==> src/sv/rsdt_pkg.sv <==
// ----------------------------------------------------------------------------
// rsdt_pkg
// Shared types and constants for the RTP source discovery table.
// ----------------------------------------------------------------------------
package rsdt_pkg;

   localparam int OUTCOME_W = 3;
   localparam int ENTRY_W   = 6;
   localparam int COUNT_W   = 32;
   localparam int PT_W      = 7;
   localparam int TIME_W    = 64;
   localparam int IP_W      = 32;
   localparam int PORT_W    = 16;
   localparam int NEED_W    = 19;
   localparam int KEY_W     = IP_W + PORT_W;

   localparam int HDR_MIN   = 12;
   localparam logic [7:0] VER_MASK = 8'hC0;
   localparam logic [7:0] VER_TWO  = 8'h80;
   localparam logic [3:0] MC_PREFIX = 4'hE;

   localparam int QUEUE_DEPTH = 2;

   localparam logic [OUTCOME_W-1:0] OUT_NEW      = 3'd0;
   localparam logic [OUTCOME_W-1:0] OUT_UPDATED  = 3'd1;
   localparam logic [OUTCOME_W-1:0] OUT_BAD_HDR  = 3'd2;
   localparam logic [OUTCOME_W-1:0] OUT_MC_FILT  = 3'd3;
   localparam logic [OUTCOME_W-1:0] OUT_UC_FILT  = 3'd4;
   localparam logic [OUTCOME_W-1:0] OUT_FULL     = 3'd5;

   localparam int CSR_IDX_W = 1;
   localparam logic [CSR_IDX_W-1:0] REG_ALLOW_MC = 1'd0;
   localparam logic [CSR_IDX_W-1:0] REG_ALLOW_UC = 1'd1;

   typedef struct packed {
      logic              is_clear;
      logic              ok;
      logic              mc;
      logic [IP_W-1:0]   ip;
      logic [PORT_W-1:0] port;
      logic [TIME_W-1:0] now;
      logic [PT_W-1:0]   ptype;
   } job_type;

   typedef struct packed {
      logic [PT_W-1:0]    ptype;
      logic               mc;
      logic [COUNT_W-1:0] count;
      logic [TIME_W-1:0]  first;
   } entry_data_type;

   typedef struct packed {
      logic full;
      logic busy;
   } back_status_type;

endpackage

==> src/sv/rsdt_queue.sv <==
// ----------------------------------------------------------------------------
// rsdt_queue
// Short job queue between parser and table engine.
// ----------------------------------------------------------------------------
module rsdt_queue (
   input  logic              clock,
   input  logic              reset,
   input  logic              push,
   input  rsdt_pkg::job_type push_data,
   input  logic              pop,
   output logic              not_empty,
   output logic              full,
   output rsdt_pkg::job_type head
);
   import rsdt_pkg::*;

   localparam int PTR_W = $clog2(QUEUE_DEPTH);
   localparam int CNT_W = $clog2(QUEUE_DEPTH + 1);

   job_type           slot_ff [QUEUE_DEPTH];
   logic [PTR_W-1:0]  wr_ff, wr_in, rd_ff, rd_in;
   logic [CNT_W-1:0]  cnt_ff, cnt_in;

   assign not_empty = cnt_ff != '0;
   assign full      = cnt_ff == CNT_W'(QUEUE_DEPTH);
   assign head      = slot_ff[rd_ff];

   always_comb begin
      wr_in  = wr_ff;
      rd_in  = rd_ff;
      cnt_in = cnt_ff;
      if (push) begin
         wr_in = (wr_ff == PTR_W'(QUEUE_DEPTH - 1)) ? '0 : wr_ff + PTR_W'(1);
      end
      if (pop) begin
         rd_in = (rd_ff == PTR_W'(QUEUE_DEPTH - 1)) ? '0 : rd_ff + PTR_W'(1);
      end
      if (push && !pop) begin
         cnt_in = cnt_ff + CNT_W'(1);
      end else if (pop && !push) begin
         cnt_in = cnt_ff - CNT_W'(1);
      end
   end

   always_ff @(posedge clock) begin
      if (push) begin
         slot_ff[wr_ff] <= push_data;
      end
      if (reset) begin
         wr_ff  <= '0;
         rd_ff  <= '0;
         cnt_ff <= '0;
      end else begin
         wr_ff  <= wr_in;
         rd_ff  <= rd_in;
         cnt_ff <= cnt_in;
      end
   end
endmodule

==> config.mk <==
export PLATFORM = sky130hd
export DESIGN_NAME = rsdt_queue
export DESIGN_NICKNAME = d
export VERILOG_FILES = /design/src/sv/rsdt_pkg.sv /design/src/sv/rsdt_queue.sv
export SDC_FILE = /design/constraint.sdc
export NUM_CORES = 1
export LEC_CHECK = 0
export BUFFER_PORTS_ARGS = -buffer_cell sky130_fd_sc_hd__buf_2
export CAP_MARGIN = 20
export CORE_ASPECT_RATIO = 0.9
export CORE_MARGIN = 2
export CORE_UTILIZATION = 45
export DETAILED_ROUTE_END_ITERATION = 6
export PLACE_DENSITY = 0.69
export SLEW_MARGIN = 20
export SYNTH_ARGS = -nofsm -noshare
export SYNTH_HDL_FRONTEND = slang
export SYNTH_SLANG_ARGS = --single-unit
==> constraint.sdc <==
create_clock -name clock -period 8.01 [get_ports clock]
set_clock_uncertainty 0.2 [all_clocks]
set_input_delay 1.2015 -clock clock [delete_from_list [all_inputs] [get_ports clock]]
set_output_delay 1.2015 -clock clock [all_outputs]
set_load 0.01 [all_outputs]
==> results_dict.tcl <==
set metrics [dict create \
    wl_per_cell_um 18.6 \
    drc 0 \
    vias 4642 \
    r2r_cells 2 \
    synth.avg_cell_area_sq_um 23.2 \
    grt_pass1_vias 4793 \
    ys_types 18 \
    holdWs_ns 0.324 \
    cp_slowest_stage_delay_ns 0.95 \
    postCtsSetupRepairBufs 0 \
    antenna_found_initial 3 \
    die_h_um 141 \
    synth_seq_area_share 0.795 \
    synthesis.area_sq_um 9350 \
    grt_util_all_layers 0.151 \
    grt_overflow 0 \
    core-area_sq_um 20200 \
    r2r-start "wr_ff$_SDFFE_PP0P_" \
    initial_core_util 0.463 \
    port_buffers 249 \
    status "finished clean" \
    p_total_w 0.00306 \
    max_slew.worst_pin.slew_ns 1.01 \
    final_cell_mix "buf_2, edfxtp_1, mux2_4" \
    rows 49 \
    layout.nets 796 \
    finalCriticalPeriod_ns 4.23 \
    clockRootBuffer "clkbuf_16" \
    final_common_cell "buf_2" \
    ios 250 \
    hold_viol 0 \
    die_x_um 156 \
    critical-path-top-delay-family "flip-flops" \
    critPathRequiredTime_ns 6.61 \
    dr.first_iter.drc_count 223 \
    htree_num_levels 1 \
    post-route-period-util 0.529 \
    via_per_inst 4.92 \
    grt_max_degree 72 \
    grt_pass1_wl_um 25700 \
    post_cts_resized 0 \
    clock_tree.buffer_depth 3 \
    totalWireLength_um 17500 \
    fmax_mhz 236 \
    cts.reportedPaths.clkPinSlew_ns 0.06 \
    cp_slowest_cell "dfxtp_4" \
    start_kind "flip-flop" \
    cap_viol_max_count 0 \
    gp_routability_congestion 0.744 \
    hpwlAfterDp_um 11700 \
    power_density_nw_per_um2 262 \
    cp_max_fo 64 \
    ant_nets 0 \
    syn_inst 402 \
    critPathBufInv 2 \
    cp.arrival_ns 2.83 \
    setup_viol 0 \
    die_area_sq_um 21900 \
    clkLatencyLatePin_ns 0.50 \
    final_max_slew_viol_count 0 \
    clock-sinks 249 \
    synth_nets 529 \
    end_kind "output port" \
    cts_hold_buffers 0 \
    cts_buffers 26 \
    worstHoldStart "rd_ff$_SDFFE_PP0P_" \
    rsz0062_at_grt "false" \
    cts_tree "built" \
    peakVddDrop_mv 0.173 \
    crit_type "flip-flop to output port" \
    ys_warn_count 0 \
    ys_ff_latch 249 \
    hold_path.class "flip-flop to flip-flop" \
    max_slew_margin 0.324 \
    firstDrtPassIters 5 \
    drive_gt1_frac 0.609 \
    fill_cells 1526 \
    fin_setup_tns_ns 0 \
    regToRegEndpoint "slot_ff[1][74]$_DFFE_PP_" \
    holdPathStages 2 \
    r2r_slack_ns 5.40 \
    cp_cell_sequence "buf_6 > mux2_2 > buf_2" \
    total_leakage_power_nw 4.56 \
    area_growth_pct 24.9 \
]
## registers in the layout, indices dropped and copies added (netlist names), named ones only
signal and count:
cnt_ff 2, slot_ff 244, rd_ff 1, wr_ff 1
## tightest hold or removal path, cell delays in order (launching register included)
cell and delay, ns:
dfxtp_1 0.33, xnor2_1 0.09, nor2_1 0.08
## layer usage
| metal | vias up | routed length, um | track usage |
|---|---|---|---|
| met2 | 194 | 8390 | 0.256 |
| met4 | 6 | 240 | 0.0319 |
| met3 | 31 | 1520 | 0.0483 |
| met1 | 2281 | 7350 | 0.191 |
| li1 | 2130 | - | - |
| met5 | - | 38 | 0 |
## layout make-up
type	count	area (sq um)	area share
Antenna cell	1	2.50	0.000214
Clock buffer	29	683	0.0585
Clock inverter	18	169	0.0145
Inverter	1	3.75	0.000321
Multi-Input combinational cell	138	1790	0.153
Sequential cell	249	7430	0.636
Tap cell	255	319	0.0273
Timing Repair Buffer	253	1280	0.110
## cell families (layout without fill, tap and decap cells)
family | count (synthesis) | count (layout) | share of synthesized area
other | 0 | 1 | 0
flip-flops | 249 | 249 | 0.795
adder cells (fa/ha/maj) | 1 | 1 | 0.00134
buffers and inverters | 15 | 301 | 0.0150
AO/OA/AOI/OAI | 2 | 2 | 0.00107
XOR/XNOR | 4 | 4 | 0.00375
multiplexers | 122 | 122 | 0.179
AND/OR/NAND/NOR | 9 | 9 | 0.00495
## power by group
part	total [W]	switching, W	internal [W]
clock network	0.00117	0.000464	0.000708
registers	0.00155	0.0000326	0.00152
logic	0.000330	0.000161	0.000169
## cells in the mapped netlist, drive strengths merged
cell type | instances | area, sq um
or3 | 1 | 6.26
edfxtp | 244 | 7330
mux2 | 122 | 1670
nor2 | 4 | 15.0
and2 | 1 | 6.26
nor2b | 2 | 12.5
xnor2 | 2 | 17.5
buf | 14 | 136
inv | 1 | 3.75
ha | 1 | 12.5
dfxtp | 5 | 100
o21ai | 1 | 5.00
a21oi | 1 | 5.00
or2 | 1 | 6.26
xor2 | 2 | 17.5
## stage by stage
step	utilization	cell area (sq um)	std cells	setup WS [ns]
3_3_place_gp	0.536	10800	896	4.04
2_1_floorplan	-	9350	402	0.698
5_1_grt	0.579	11700	943	3.63
3_5_place_dp	0.536	10800	896	4.01
6_report	0.579	11700	944	3.78
4_1_cts	0.579	11700	943	3.45
## worst max path at each step
stage	slack [ns]	start	depth (start not counted)	endpoint
final	3.78	flip-flop	3	head[17]
after global placement	4.04	flip-flop	3	head[8]
after CTS	3.45	flip-flop	3	head[14]
after global routing	3.63	flip-flop	3	head[14]
after floorplan	0.70	push	1	slot_ff[0][0]$_DFFE_PP_
after detailed placement	4.01	flip-flop	3	head[14]
(Power assumes the default switching activity.)
