==> src/sv/rsdt_pkg.sv <==
// ----------------------------------------------------------------------------
// rsdt_pkg
// Shared types and constants for the RTP source discovery table.
// ----------------------------------------------------------------------------
package rsdt_pkg;

   localparam int OUTCOME_W = 3;
   localparam int ENTRY_W   = 6;
   localparam int COUNT_W   = 32;
   localparam int PT_W      = 7;
   localparam int TIME_W    = 64;
   localparam int IP_W      = 32;
   localparam int PORT_W    = 16;
   localparam int NEED_W    = 19;
   localparam int KEY_W     = IP_W + PORT_W;

   localparam int HDR_MIN   = 12;
   localparam logic [7:0] VER_MASK = 8'hC0;
   localparam logic [7:0] VER_TWO  = 8'h80;
   localparam logic [3:0] MC_PREFIX = 4'hE;

   localparam int QUEUE_DEPTH = 2;

   localparam logic [OUTCOME_W-1:0] OUT_NEW      = 3'd0;
   localparam logic [OUTCOME_W-1:0] OUT_UPDATED  = 3'd1;
   localparam logic [OUTCOME_W-1:0] OUT_BAD_HDR  = 3'd2;
   localparam logic [OUTCOME_W-1:0] OUT_MC_FILT  = 3'd3;
   localparam logic [OUTCOME_W-1:0] OUT_UC_FILT  = 3'd4;
   localparam logic [OUTCOME_W-1:0] OUT_FULL     = 3'd5;

   localparam int CSR_IDX_W = 1;
   localparam logic [CSR_IDX_W-1:0] REG_ALLOW_MC = 1'd0;
   localparam logic [CSR_IDX_W-1:0] REG_ALLOW_UC = 1'd1;

   typedef struct packed {
      logic              is_clear;
      logic              ok;
      logic              mc;
      logic [IP_W-1:0]   ip;
      logic [PORT_W-1:0] port;
      logic [TIME_W-1:0] now;
      logic [PT_W-1:0]   ptype;
   } job_type;

   typedef struct packed {
      logic [PT_W-1:0]    ptype;
      logic               mc;
      logic [COUNT_W-1:0] count;
      logic [TIME_W-1:0]  first;
   } entry_data_type;

   typedef struct packed {
      logic full;
      logic busy;
   } back_status_type;

endpackage

==> src/sv/rsdt_front.sv <==
// ----------------------------------------------------------------------------
// rsdt_front
// Byte-wise RTP header parser; emits one job per packet end or clear.
// ----------------------------------------------------------------------------
module rsdt_front #(
   parameter int MAX_PACKET_BYTES = 2048
) (
   input  logic              clock,
   input  logic              reset,
   input  logic              take,
   input  logic              action,
   input  logic [7:0]        packet_byte,
   input  logic              last_byte,
   input  logic [31:0]       source_ip,
   input  logic [15:0]       listen_port,
   input  logic [63:0]       now_ms,
   output logic              job_valid,
   output rsdt_pkg::job_type job
);
   import rsdt_pkg::*;

   localparam int CW = $clog2(MAX_PACKET_BYTES + 1);
   localparam int PW = NEED_W + 1;

   logic [CW-1:0]     count_ff, count_in;
   logic [NEED_W-1:0] need_ff, need_in;
   logic              ver_ff, ver_in;
   logic              ext_ff, ext_in;
   logic [PT_W-1:0]   ptype_ff, ptype_in;
   logic [7:0]        exthi_ff, exthi_in;

   logic [CW-1:0]     cnt_n;
   logic [NEED_W-1:0] need_n;
   logic              ver_n, ext_n;
   logic [PT_W-1:0]   ptype_n;
   logic [7:0]        exthi_n;
   logic [PW-1:0]     pos_w, need_w;

   always_comb begin
      cnt_n   = count_ff;
      need_n  = need_ff;
      ver_n   = ver_ff;
      ext_n   = ext_ff;
      ptype_n = ptype_ff;
      exthi_n = exthi_ff;
      pos_w   = PW'(count_ff);
      need_w  = PW'(need_ff);
      if (count_ff < CW'(MAX_PACKET_BYTES)) begin
         if (count_ff == '0) begin
            ver_n  = (packet_byte & VER_MASK) == VER_TWO;
            ext_n  = packet_byte[4];
            need_n = NEED_W'(HDR_MIN) + NEED_W'({packet_byte[3:0], 2'b00});
         end else if (count_ff == CW'(1)) begin
            ptype_n = packet_byte[PT_W-1:0];
         end
         if (pos_w >= PW'(2) && ext_ff) begin
            if (pos_w == need_w + PW'(2)) begin
               exthi_n = packet_byte;
            end else if (pos_w == need_w + PW'(3)) begin
               need_n = need_ff + NEED_W'(4)
                        + NEED_W'({exthi_ff, packet_byte, 2'b00});
               ext_n  = 1'b0;
            end
         end
         cnt_n = count_ff + CW'(1);
      end
   end

   always_comb begin
      job.is_clear = action;
      job.ok       = ver_n && cnt_n >= CW'(HDR_MIN) && !ext_n
                     && PW'(need_n) <= PW'(cnt_n);
      job.mc       = source_ip[31:28] == MC_PREFIX;
      job.ip       = source_ip;
      job.port     = listen_port;
      job.now      = now_ms;
      job.ptype    = ptype_n;
      job_valid    = take && (action || last_byte);

      count_in = count_ff;
      need_in  = need_ff;
      ver_in   = ver_ff;
      ext_in   = ext_ff;
      ptype_in = ptype_ff;
      exthi_in = exthi_ff;
      if (take) begin
         if (action || last_byte) begin
            count_in = '0;
            need_in  = NEED_W'(HDR_MIN);
            ver_in   = 1'b0;
            ext_in   = 1'b0;
            ptype_in = '0;
            exthi_in = '0;
         end else begin
            count_in = cnt_n;
            need_in  = need_n;
            ver_in   = ver_n;
            ext_in   = ext_n;
            ptype_in = ptype_n;
            exthi_in = exthi_n;
         end
      end
   end

   always_ff @(posedge clock) begin
      if (reset) begin
         count_ff <= '0;
         need_ff  <= NEED_W'(HDR_MIN);
         ver_ff   <= 1'b0;
         ext_ff   <= 1'b0;
         ptype_ff <= '0;
         exthi_ff <= '0;
      end else begin
         count_ff <= count_in;
         need_ff  <= need_in;
         ver_ff   <= ver_in;
         ext_ff   <= ext_in;
         ptype_ff <= ptype_in;
         exthi_ff <= exthi_in;
      end
   end
endmodule

==> config.mk <==
export PLATFORM = sky130hd
export DESIGN_NAME = rsdt_front
export DESIGN_NICKNAME = d
export VERILOG_FILES = /design/src/sv/rsdt_pkg.sv /design/src/sv/rsdt_front.sv
export SDC_FILE = /design/constraint.sdc
export NUM_CORES = 1
export LEC_CHECK = 0
export BUFFER_PORTS_ARGS = -buffer_cell sky130_fd_sc_hd__buf_2
export CAP_MARGIN = 0
export CORE_ASPECT_RATIO = 1.5
export CORE_MARGIN = 3
export CORE_UTILIZATION = 45
export CTS_CLUSTER_SIZE = 14
export DETAILED_ROUTE_END_ITERATION = 16
export PLACE_DENSITY = 0.79
export SLEW_MARGIN = 20
export SYNTH_ARGS = -nofsm -noshare
export SYNTH_HDL_FRONTEND = slang
export SYNTH_SLANG_ARGS = --single-unit
==> constraint.sdc <==
create_clock -name clock -period 6.61 [get_ports clock]
set_input_delay 1.983 -clock clock [delete_from_list [all_inputs] [get_ports clock]]
set_output_delay 1.983 -clock clock [all_outputs]
set_load 0.05 [all_outputs]
==> key figures <==
Floorplan
  • Row count: 49
  • Core area: 0.0122 sq mm
  • Die width: 97.9 microns
  • IO Count: 248
  • Die ar.: 0.0141 sq mm
  • Die Span Y: 144 microns
  • Starting Density: 46.7%

Setup path
  • RR Endpoint: need_ff[16]
  • Largest stage delay, worst path: 360 ps
  • Maximum fanout along the worst path: 4
  • Arr. time, crit path: 5360 ps
  • Slowest stage cell, crit path: fa_2
  • Worst reg2reg setup slack: 3080 ps
  • Critical Path Start Type: input port
  • WS Path Type: in2out
  • FF-to-FF Start: need_ff[6]
  • CP Capture Type: output port
  • Most frequent CP cell: ha_4
  • Crit. Startpoint: packet_byte[1]
  • CP Cell Sequence: buf_6, ha_4, ha_4, inv_2, fa_2, nor2b_4, o31ai_4, nand2b_1, a21oi_2, xnor2_1, a22o_1, ha_4, nor2b_1, o21ai_1, nand2b_1, a21oi_2, a21oi_1, a211oi_2, nand4_1, nor4_4, buf_6
  • Buf/Inv on CP: 3
  • Levels on crit path: 21
  • Family with the most delay on the worst path: adder cells
  • R2r worst-path depth: 14
  • Crit path to: job[120]
  • Required time of the critical path: 4630 ps

Timing
  • RSZ-0062 raised after global routing: yes
  • Final worst path period share: 111%
  • Slew @ Worst Pin: 890 ps
  • Tmin final: 7340 ps
  • Skew final: 7.77 ps
  • Count of final setup violators: 1
  • Final WS setup: -732 ps
  • Fmax achieved: 0.136 GHz
  • Sum of negative setup slack: -732 ps
  • Hold Worst Slack: 463 ps
  • Hold Vio Cnt, Final: 0
  • Max_slew headroom: 40.2%
  • Slew Viols, Final: 0

Pwr
  • Cell-internal power: 524 uW
  • Max IR drop VDD: 0.133 mV
  • Pwr Density: 120 mW/mm^2
  • Logic pwr share: 18.0%
  • Flop pwr share: 40.2%
  • Switching share of power: 28.0%
  • Psw: 203 uW
  • Leak: 0.00256 uW
  • Clk network pwr share: 41.7%

Layout
  • Area occupied by multi-input gates: 0.00380 sq mm
  • Fillers: 1100
  • Layout cells sized above 1: 24.6%
  • ANT cells: 0
  • Area grow syn2layout: 6.67%
  • Nets: 909
  • Utilization after layout: 49.9%
  • Register area: 961 sq um

Global route
  • Antenna violations before repair: 0
  • Vias in the first global route: 5307
  • Remaining global-route overflow: 0
  • First-pass GRT wire length: 27.2 mm
  • GRT Overall Usage: 24.4%
  • Largest net degree at the start of global routing: 28

Synthesis
  • Sequential share of the synthesized area: 16.9%
  • Synth Area in Simple Gates: 24.1%
  • Seq cells post-synth: 48
  • Avg Inst Size Synth: 7.54 sq um
  • Compound-cell area share of the yosys netlist: 19.9%
  • Distinct cells, synth: 76
  • Top cell type's share of synthesized area: 16.9%
  • EDFF count, synth: 0
  • Post-synthesis mux area share: 1.51%
  • Post-synthesis xor/xnor area fraction: 6.30%
  • Synth area leaders: dfxtp_1 (17%), buf_4 (15%), ha_1 (11%)
  • Syn Inst Count: 756
  • Largest family of logic cells by synthesized area: simple AND/OR/NAND/NOR gates
  • Ys Warns: 0
  • FFs w/ async S/R, synth: 0%
  • Top_reg_cell synth: dfxtp_1
  • Syn_nets: 933
  • Post-Synth Adder-Cell Area: 11.5%
  • Syn Std Cell Area: 0.00570 sq mm
  • Post-synth top area cell: dfxtp_1

Clock network
  • CTS Buf Count: 5
  • CTS Hold Bufs: 0
  • CTS Buffer Depth: 2
  • CTS root buf: clkbuf_16
  • Clk pin slew, worst setup/hold paths: 70 ps
  • Latest clock arrival within the worst-skew pair: 300 ps
  • H-Tree Level Count: 2
  • CTS tree: yes
  • CTS Sinks: 48

Place
  • Post-detail-place hpwl: 13.7 mm
  • GPL Wtd Cong: 1.04
  • I/O Buffers: 31

Drt
  • Via count: 5457
  • Avg WL per Cell: 20.1 microns
  • Drt total wl: 17.8 mm
  • Vias per cell: 6.16
  • Routed Antenna Nets: 0
  • DRT iter0 DRCs: 513
  • DRC: 0
  • DR pass1 iterations: 5

Worst hold path
  • Worst Hold Class: reg2reg

Run
  • Max-cap violations: 0

Outcome
  • Failing checks: setup timing
  • Status: finished, violations left
[worst min path at each step]
stage | from | end | slack, ps | depth (start not counted)
global placement | need_ff[0] | need_ff[0] | 460 | 2
floorplan | ext_ff | ext_ff | 460 | 1
detailed placement | need_ff[0] | need_ff[0] | 460 | 2
global route | need_ff[0] | need_ff[0] | 500 | 2
finish | need_ff[0] | need_ff[0] | 460 | 2
CTS | need_ff[0] | need_ff[0] | 470 | 2
[power by group through the flow]
stage | logic (uW) | clock network, uW | registers [uW]
finish | 131 | 303 | 293
global route | 141 | 321 | 293
CTS | 127 | 307 | 292
detailed placement | 121 | 0 | 299
global placement | 118 | 0 | 299
floorplan | 251 | 0 | 298
[repair_timing]
action / 4_1_cts / 5_1_grt
setup buffers: 4 / 0
endpoints found under the hold margin: 0 / 0
cloned: 0 / 0
endpoints found under the setup margin: 1 / 1
pin swaps: 17 / 0
gates resized for setup: 12 / 6
[state kept, by name, summed over array words and instances (netlist names)]
register,flops
count_ff,12
ext_ff,1
exthi_ff,8
need_ff,19
ptype_ff,7
ver_ff,1
[synth_stat cells, drive strengths merged, types with 8 or more instances]
library cell  count
o21ai            35
a22o             10
nand3            28
inv              25
nor4             12
clkbuf           29
nor2b            13
nor3             31
ha               51
nand4            13
a22oi            26
nand2            53
or3               8
xnor2            24
a21oi            35
xor2             17
buf             126
nor2             67
dfxtp            48
[metal layers]
metal / up-vias / routed length, microns / track usage (%)
met4: 0 / 1830 / 22.6
met1: 2481 / 5900 / 23.4
met5: - / 0 / 0
met2: 280 / 8980 / 45.2
met3: 143 / 1090 / 2.67
li1: 2553 / - / -
[kinds of logic (layout without fill, tap and decap cells)]
kind of cell	after synthesis	in the layout
AND/OR/NAND/NOR	263	263
buffers and inverters	180	157
AO/OA/AOI/OAI	164	164
adder cells (fa/ha/maj)	52	52
flip-flops	48	48
XOR/XNOR	41	41
multiplexers	8	8
[final cells by class]
class	count	share of cell area, %
Sequential cell	48	15.8
Clock buffer	5	2.06
Clock inverter	3	0.761
Tap cell	153	3.15
Inverter	25	1.58
Timing Repair Buffer	124	14.2
Multi-Input combinational cell	528	62.4
[through the flow]
step / cell area (sq um) / setup WS, ps / total power [uW] / instances
after floorplan: 5800 / -582 / 549 / 756
after global placement: 5780 / -903 / 418 / 874
after detailed placement: 5780 / -1010 / 421 / 874
after CTS: 6050 / -573 / 727 / 886
after global routing: 6080 / -920 / 755 / 886
final: 6080 / -732 / 727 / 886
[cells in the final DEF (no fill, tap or decap), drive strengths merged, types with 13 or more instances in the layout]
master	count
dfxtp	48
nor3	31
buf	124
a21oi	35
ha	51
inv	26
o21ai	35
a22oi	26
xnor2	24
nor2	67
xor2	17
nand3	28
nand2	53
nor2b	13
nand4	13
[tightest hold or removal path, cell delays in order (launching register included)]
cell and delay, ps:
dfxtp_1 310, inv_1 70, nor2_1 40
No activity file was read; power rests on OpenSTA's default activity.
